==> config.mk <==
export PLATFORM = sky130hd
export DESIGN_NAME = ordered_timer_expiry_manager_top
export DESIGN_NICKNAME = d
export VERILOG_FILES = /design/src/hdl/otem_pkg.sv /design/src/hdl/otem_slot_mem.sv /design/src/hdl/ordered_timer_expiry_manager_top.sv
export SDC_FILE = /design/constraint.sdc
export NUM_CORES = 2
export LEC_CHECK = 0
export BUFFER_PORTS_ARGS = -buffer_cell sky130_fd_sc_hd__buf_2
export CAP_MARGIN = 20
export CORE_ASPECT_RATIO = 0.5
export CORE_MARGIN = 2
export CORE_UTILIZATION = 35
export DETAILED_ROUTE_END_ITERATION = 10
export GPL_ROUTABILITY_DRIVEN = 0
export GPL_TIMING_DRIVEN = 1
export PLACE_DENSITY_LB_ADDON = 0.12
export REMOVE_ABC_BUFFERS = 1
export SYNTH_ARGS = -nofsm -noshare
export SYNTH_HDL_FRONTEND = slang
export SYNTH_HIERARCHICAL = 1
export SYNTH_SLANG_ARGS = --single-unit
==> constraint.sdc <==
create_clock -name i_clk -period 14 [get_ports i_clk]
set_input_delay 1.4 -clock i_clk [delete_from_list [all_inputs] [get_ports i_clk]]
set_output_delay 1.4 -clock i_clk [all_outputs]
set_load 0.05 [all_outputs]
==> src/hdl/otem_pkg.sv <==
package otem_pkg;

    // Command codes carried in the input tuser
    localparam logic [1:0] CMD_TICK  = 2'd0;
    localparam logic [1:0] CMD_START = 2'd1;
    localparam logic [1:0] CMD_STOP  = 2'd2;
    localparam logic [1:0] CMD_SETP  = 2'd3;

    // Field widths fixed by the word formats
    localparam int unsigned SLOT_W   = 4;
    localparam int unsigned DELAY_W  = 32;
    localparam int unsigned EXP_W    = 64;
    localparam int unsigned IN_DW    = 40;
    localparam int unsigned OUT_DW   = 72;

    // Events per tick
    localparam int unsigned MAX_EVENTS = 32;
    localparam int unsigned EVCNT_W    = 5;

    // Write enables for the two slot memories
    typedef struct packed {
        logic exp;
        logic per;
    } t_wr_en;

endpackage

==> src/hdl/otem_slot_mem.sv <==
module otem_slot_mem
    import otem_pkg::*;
#(
    parameter int NUM_SLOTS = 16
) (
    input  logic                         i_clk,
    input  logic [$clog2(NUM_SLOTS)-1:0] i_rd_addr,
    output logic [EXP_W-1:0]             o_rd_exp,
    output logic [DELAY_W-1:0]           o_rd_per,
    input  t_wr_en                       i_we,
    input  logic [$clog2(NUM_SLOTS)-1:0] i_wr_addr,
    input  logic [EXP_W-1:0]             i_wr_exp,
    input  logic [DELAY_W-1:0]           i_wr_per
);

    logic [EXP_W-1:0]   r_exp_mem [NUM_SLOTS];
    logic [DELAY_W-1:0] r_per_mem [NUM_SLOTS];

    // Expiry memory: one write port, one registered read port
    always_ff @(posedge i_clk) begin
        if (i_we.exp) begin
            r_exp_mem[i_wr_addr] <= i_wr_exp;
        end
        o_rd_exp <= r_exp_mem[i_rd_addr];
    end

    // Period memory: same organization
    always_ff @(posedge i_clk) begin
        if (i_we.per) begin
            r_per_mem[i_wr_addr] <= i_wr_per;
        end
        o_rd_per <= r_per_mem[i_rd_addr];
    end

endmodule

==> src/hdl/ordered_timer_expiry_manager_top.sv <==
// Start, stop and set-period words are taken in the idle state.
// A tick fires E events (at most 32):
// each event needs one full sweep of the slot memories through their single read port.
// Fired words leave through an output register; the next input word is taken once
// the last event of a tick has been handed to that register.
// Synchronous active-low reset clears the tick counter, all armed marks and the control.
module ordered_timer_expiry_manager_top
    import otem_pkg::*;
#(
    parameter int NUM_SLOTS = 16
) (
    input  logic              i_clk,
    input  logic              i_rst_n,
    input  logic              i_s_tvalid,
    output logic              o_s_tready,
    input  logic [IN_DW-1:0]  i_s_tdata,   // slot_id[3:0], delay_ticks[35:4], periodic[36]
    input  logic [1:0]        i_s_tuser,   // cmd[1:0]
    output logic              o_m_tvalid,
    input  logic              i_m_tready,
    output logic [OUT_DW-1:0] o_m_tdata,   // fired_slot[3:0], fired_expiry[67:4]
    output logic              o_m_tlast    // last_fired
);

    localparam int IW = $clog2(NUM_SLOTS);
    localparam logic [IW-1:0] LAST_SLOT = IW'(NUM_SLOTS - 1);
    localparam logic [EVCNT_W-1:0] LAST_EV = EVCNT_W'(MAX_EVENTS - 1);

    localparam logic [1:0] ST_IDLE   = 2'd0;
    localparam logic [1:0] ST_SCAN   = 2'd1;
    localparam logic [1:0] ST_DECIDE = 2'd2;
    localparam logic [1:0] ST_FLUSH  = 2'd3;

    logic [1:0]          r_state, n_state;
    logic [EXP_W-1:0]    r_tick;
    logic [NUM_SLOTS-1:0] r_active;
    logic [IW-1:0]       r_addr;
    logic                r_issue_last;
    logic                r_cmp_vld;
    logic [IW-1:0]       r_cmp_idx;
    logic                r_best_found;
    logic [IW-1:0]       r_best_idx;
    logic [EXP_W-1:0]    r_best_exp;
    logic [DELAY_W-1:0]  r_best_per;
    logic [EVCNT_W-1:0]  r_cnt;
    logic                r_pend;
    logic [IW-1:0]       r_pend_idx;
    logic [EXP_W-1:0]    r_pend_exp;
    logic                r_out_vld;
    logic [SLOT_W-1:0]   r_out_slot;
    logic [EXP_W-1:0]    r_out_exp;
    logic                r_out_last;

    logic [EXP_W-1:0]    rd_exp;
    logic [DELAY_W-1:0]  rd_per;
    t_wr_en              we;
    logic [IW-1:0]       wr_addr;
    logic [EXP_W-1:0]    wr_exp;
    logic [DELAY_W-1:0]  wr_per;

    logic [SLOT_W-1:0]   in_slot;
    logic [DELAY_W-1:0]  in_delay;
    logic                in_per;
    logic                in_acc;
    logic                in_range;
    logic [IW-1:0]       in_idx;
    logic                out_free;
    logic                due;
    logic                better;
    logic                dec_go;
    logic                load_out;
    logic                load_last;

    assign in_slot  = i_s_tdata[3:0];
    assign in_delay = i_s_tdata[35:4];
    assign in_per   = i_s_tdata[36];
    assign in_idx   = IW'(in_slot);
    assign in_range = (32'(in_slot) < 32'(NUM_SLOTS));

    assign o_s_tready = (r_state == ST_IDLE);
    assign in_acc     = i_s_tvalid && o_s_tready;
    assign out_free   = !r_out_vld || i_m_tready;

    assign o_m_tvalid = r_out_vld;
    assign o_m_tdata  = {4'b0, r_out_exp, r_out_slot};
    assign o_m_tlast  = r_out_last;

    // Sweep compare on the registered read data
    assign due    = r_active[r_cmp_idx] && (rd_exp <= r_tick);
    assign better = !r_best_found || (rd_exp < r_best_exp);

    // A found event moves on once the pending one can leave
    assign dec_go    = (r_state == ST_DECIDE) && r_best_found && (!r_pend || out_free);
    assign load_out  = (dec_go && r_pend) || load_last;
    assign load_last = (r_state == ST_FLUSH) && r_pend && out_free;

    otem_slot_mem #(
        .NUM_SLOTS(NUM_SLOTS)
    ) u_mem (
        .i_clk     (i_clk),
        .i_rd_addr (r_addr),
        .o_rd_exp  (rd_exp),
        .o_rd_per  (rd_per),
        .i_we      (we),
        .i_wr_addr (wr_addr),
        .i_wr_exp  (wr_exp),
        .i_wr_per  (wr_per)
    );

    // Memory writes: commands in idle, re-arm of a fired periodic slot
    always_comb begin
        we      = '0;
        wr_addr = in_idx;
        wr_exp  = r_tick + EXP_W'(in_delay);
        wr_per  = in_per ? in_delay : '0;
        if (dec_go) begin
            wr_addr = r_best_idx;
            wr_exp  = r_best_exp + EXP_W'(r_best_per);
            we.exp  = (r_best_per != '0);
        end else if (in_acc && in_range) begin
            unique case (i_s_tuser)
                CMD_START: begin
                    we.exp = 1'b1;
                    we.per = 1'b1;
                end
                CMD_SETP: begin
                    wr_per = in_delay;
                    we.per = 1'b1;
                end
                default: begin
                    we = '0;
                end
            endcase
        end
    end

    // Next state
    always_comb begin
        n_state = r_state;
        unique case (r_state)
            ST_IDLE: begin
                if (in_acc && i_s_tuser == CMD_TICK) n_state = ST_SCAN;
            end
            ST_SCAN: begin
                if (r_issue_last) n_state = ST_DECIDE;
            end
            ST_DECIDE: begin
                if (!r_best_found) begin
                    n_state = ST_FLUSH;
                end else if (dec_go) begin
                    n_state = (r_cnt == LAST_EV) ? ST_FLUSH : ST_SCAN;
                end
            end
            ST_FLUSH: begin
                if (!r_pend || out_free) n_state = ST_IDLE;
            end
            default: n_state = ST_IDLE;
        endcase
    end

    // Control registers
    always_ff @(posedge i_clk) begin
        if (!i_rst_n) begin
            r_state      <= ST_IDLE;
            r_tick       <= '0;
            r_active     <= '0;
            r_addr       <= '0;
            r_issue_last <= 1'b0;
            r_cmp_vld    <= 1'b0;
            r_best_found <= 1'b0;
            r_cnt        <= '0;
            r_pend       <= 1'b0;
            r_out_vld    <= 1'b0;
        end else begin
            r_state <= n_state;

            // Commands and tick start
            if (in_acc) begin
                if (i_s_tuser == CMD_TICK) begin
                    r_tick       <= r_tick + 1'b1;
                    r_cnt        <= '0;
                    r_addr       <= '0;
                    r_issue_last <= 1'b0;
                    r_best_found <= 1'b0;
                end else if (in_range && i_s_tuser == CMD_START) begin
                    r_active[in_idx] <= 1'b1;
                end else if (in_range && i_s_tuser == CMD_STOP) begin
                    r_active[in_idx] <= 1'b0;
                end
            end

            // Address sweep; the issue of the last slot is flagged in the cycle after
            if (r_state == ST_SCAN && !r_issue_last) begin
                r_addr       <= r_addr + 1'b1;
                r_issue_last <= (r_addr == LAST_SLOT);
            end
            r_cmp_vld <= (r_state == ST_SCAN) && !r_issue_last;

            // Running minimum over due slots, lowest index wins ties
            if (r_cmp_vld && due && better) begin
                r_best_found <= 1'b1;
            end

            // Event accepted: stage it, write back a periodic slot or disarm a one-shot, reset the sweep
            if (dec_go) begin
                r_pend       <= 1'b1;
                r_cnt        <= r_cnt + 1'b1;
                r_addr       <= '0;
                r_issue_last <= 1'b0;
                r_best_found <= 1'b0;
                if (r_best_per == '0) r_active[r_best_idx] <= 1'b0;
            end
            if (load_last) r_pend <= 1'b0;

            // Output register
            if (load_out) begin
                r_out_vld <= 1'b1;
            end else if (i_m_tready) begin
                r_out_vld <= 1'b0;
            end
        end
    end

    // Payload registers
    always_ff @(posedge i_clk) begin
        if (r_cmp_vld && due && better) begin
            r_best_idx <= r_cmp_idx;
            r_best_exp <= rd_exp;
            r_best_per <= rd_per;
        end
        r_cmp_idx <= r_addr;
        if (dec_go) begin
            r_pend_idx <= r_best_idx;
            r_pend_exp <= r_best_exp;
        end
        if (load_out) begin
            r_out_slot <= SLOT_W'(r_pend_idx);
            r_out_exp  <= r_pend_exp;
            r_out_last <= load_last;
        end
    end

`ifndef ASSERT_OFF
    a_idle_no_pend: assert property (@(posedge i_clk) disable iff (!i_rst_n)
        (r_state == ST_IDLE) |-> !r_pend)
        else $error("event left pending while idle");

    a_cap_flush: assert property (@(posedge i_clk) disable iff (!i_rst_n)
        (dec_go && r_cnt == LAST_EV) |=> (r_state == ST_FLUSH))
        else $error("event cap not honored");

    a_oneshot_clear: assert property (@(posedge i_clk) disable iff (!i_rst_n)
        (dec_go && r_best_per == '0) |=> !r_active[$past(r_best_idx)])
        else $error("one-shot slot still armed after firing");

    a_load_free: assert property (@(posedge i_clk) disable iff (!i_rst_n)
        load_out |-> out_free)
        else $error("output register overwritten");
`endif

endmodule

==> impl_results.md <==
* Design Area, Final at 0.09130 sq mm
* Vias at 43.29k
* CP startpoint kind: register
* Fin. max-slew vios at 0
* Switching Share at 20.75%
* Cts repair resizes at 0
* Ratio of cells with drive above 1 in the final layout at 20.20%
* H-tree levels at 4
* 1st-pass router iterations at 7
* Synth warn at 6
* Reg-to-Reg Start: r_best_exp[5]
* Clk buf depth at 4
* CP endpoint: r_best_exp[23]
* CP endpoint kind: register
* Leak Pwr at 29.68 nW
* Hold WC Path Type: register to register
* Comb power frac at 2.8%
* DP Area at 0.08486 sq mm
* Io pins at 121
* First-pass GRT wire length at roughly 320 mm
* CTS sink count at 1969
* Clk_skew at 46.75 ps
* Number of global-route vias before repair at ~44k
* Seq pwr share at between 50 and 60%
* Global Route Usage Sum at 19.21%
* CTS Buf Count at 193
* VDD IR max at 0.09385 mV
* Worst rel slew slack at 18.15%
* Initial antenna violation count at 17
* Final Hold Fails at 0
* Largest net degree at the start of global routing at roughly 130
* Die H at 342.5 um
* Avg WL per Cell at 28.05 um
* Skew-Pair Late Insertion Delay at roughly 840 ps
* Reg2reg setup slack at 8260 ps
* Metal-1 WL at roughly 100 mm
* Final net count at around 5k
* Data arrival time of the worst path at 6170 ps
* Average size of a mapped cell at 17.52 sq um
* Number of flops mapped to enable cells by yosys at 1773
* P_int at approximately 9.4 mW
* Final WL at 226.8 mm
* Pwr Density at 130.5 mW/mm^2
* IO buf count at approximately 110
* CTS root buffer: clkbuf_16
* Max Cap Viol at 0
* WL met3 at 11.66 mm
* Gate Count Post-Synth at 4579
* Setup TNS at 0 ps
* Cell area after synthesis at 0.08022 sq mm
* Status: completed
* Endpoints failing setup at 0
* Initial core utilization at 35.15%
* Slew @ Worst Pin at 1228 ps
* DR DRC count at 0
* RSZ-0062 raised after global routing: false
* Crit path time final at 5737 ps
* Overflow after GRT at 0
* Clock transition at path regs at 70 ps
* DIE WIDTH at 681.1 um
* Clock network power share at 43.2%
* Unique masters post-synth at 85
* Row cnt at 124
* Synth async-reset ratio at 0%
* Worst Path Required at 14430 ps
* Die area at 0.2333 sq mm
* Cells on worst reg2reg path at 14
* Sw Pwr at 2.472 mW
* Core area at 0.2282 sq mm
* RR Endpoint: r_best_exp[23]
* Worst Setup Path Type: register to register
* FMAX at approximately 0.17 GHz
* Top FF cell, synth: edfxtp_1
* Synthesis-to-finish area growth at 13.82%
* Worst Setup SP: r_best_exp[5]
* CTS tree: done
* Routed Antenna Nets at 0
* Crit Path Max Fanout at 61
* Post-synthesis sequential area ratio at a little under three quarters
* Post-DP HPWL at around 130 mm
* Synthesized flop and latch total at 1969
* Final core occ at 40.01%
* CTS Hold Bufs at 0
* DRT iter0 DRCs at 4130
* Postcts setup bufs at 0
* Period utilization at 40.98%
* Met2 wire len at approximately 110 mm
* Top Layer Used: met4
* Vias/cell at 5.353
-- flip-flops by register name, summed over array words and instances, names as in the netlist, 4 cells and up --
register	count
r_active	16
r_addr	4
r_best_exp	64
r_best_idx	4
r_best_per	32
r_cmp_idx	4
r_cnt	5
r_out_exp	64
r_out_slot	4
r_pend_exp	64
r_pend_idx	4
r_tick	64
u_mem/o_rd_exp	64
u_mem/o_rd_per	32
u_mem/r_exp_mem	1024
u_mem/r_per_mem	512
-- synthesized netlist by cell type (61+ instances only) --
cell type,instances,area [sq um]
a21oi_1,139,695.7
a22oi_1,192,1441
clkbuf_1,97,364.1
dfxtp_1,196,3924
edfxtp_1,1773,53240
ha_1,195,2440
inv_1,149,559.3
mux4_2,389,8761
nand2_1,252,945.9
nand3_1,61,305.3
nor2_1,145,544.3
o21ai_0,111,555.5
xnor2_1,119,1042
-- power groups by stage --
| stage | logic, mW | registers (mW) | clock network, mW |
|---|---|---|---|
| after floorplan | 0.277 | 6.57 | 0 |
| after global placement | 0.330 | 6.55 | 0 |
| after detailed placement | 0.338 | 6.55 | 0 |
| after CTS | 0.339 | 6.42 | 5.29 |
| after global routing | 0.371 | 6.42 | 5.52 |
| final | 0.338 | 6.42 | 5.15 |
-- routing by layer --
metal	global-route usage, %	vias to the layer above
li1	-	18810
met1	27.68	23030
met2	31.38	1170
met3	2.785	274
met4	3.455	0
met5	0	-
-- logic make-up (layout without fill, tap and decap cells) --
logic type / Yosys count / in the layout / synth area share (%)
other: 1 / 5 / 0.004675
XOR/XNOR: 151 / 151 / 1.649
AO/OA/AOI/OAI: 668 / 668 / 5.592
multiplexers: 412 / 412 / 11.21
buffers and inverters: 356 / 773 / 2.034
AND/OR/NAND/NOR: 825 / 825 / 5.161
adder cells (fa/ha/maj): 197 / 197 / 3.091
flip-flops: 1969 / 1969 / 71.26
-- worst min path at each step --
stage / cells after the start / to / start / slack, ps
floorplan: 0 / r_best_per[0] / u_mem/o_rd_per[0] / 390
global placement: 0 / r_best_per[1] / u_mem/o_rd_per[1] / 390
detailed placement: 0 / r_best_per[14] / u_mem/o_rd_per[14] / 390
CTS: 0 / r_best_per[14] / u_mem/o_rd_per[14] / 400
global route: 0 / r_best_per[31] / u_mem/o_rd_per[31] / 410
finish: 0 / r_best_per[14] / u_mem/o_rd_per[14] / 400
-- cell usage in the layout (no fill, tap or decap), types with 111 or more instances in the layout --
cell,count
nor2_1,111
nand2_1,252
buf_2,114
a21oi_1,138
ha_1,195
buf_4,149
dfxtp_1,194
edfxtp_1,1773
a22oi_1,192
mux4_2,389
xnor2_1,119
inv_1,149
clkbuf_16,195
-- through the flow --
step / hold slack [ps] / setup slack (ps) / instances / power, mW
2_1_floorplan: 385.5 / -3022 / 4377 / 6.849
3_3_place_gp: 389.1 / 7747 / 7693 / 6.881
3_5_place_dp: 388.7 / 7633 / 7697 / 6.890
4_1_cts: 404.8 / 8162 / 8047 / 12.05
5_1_grt: 410.4 / 7960 / 8086 / 12.31
6_report: 404.0 / 8263 / 8087 / 11.91
-- worst max-delay path: stages, from the launching register on --
cell	delay, ps
edfxtp_1	470
inv_1	80
ha_1	320
and4_1	200
a2111oi_0	330
o21ai_0	190
a21oi_1	320
o21a_1	280
o31ai_1	160
a21oi_1	660
o41ai_1	330
buf_4	250
a31oi_4	140
buf_4	590
buf_4	890
-- cell type report --
class	count	area, sq um
multi-input combinational	2257	21780
timing repair buffer	272	1804
inverter	151	571.8
antenna	1	2.502
sequential	1969	57170
clock inverter	97	883.3
clock buffer	253	5228
fill	20630	136900
tap	3087	3862
Note: power is estimated with default switching activity, not from simulation.
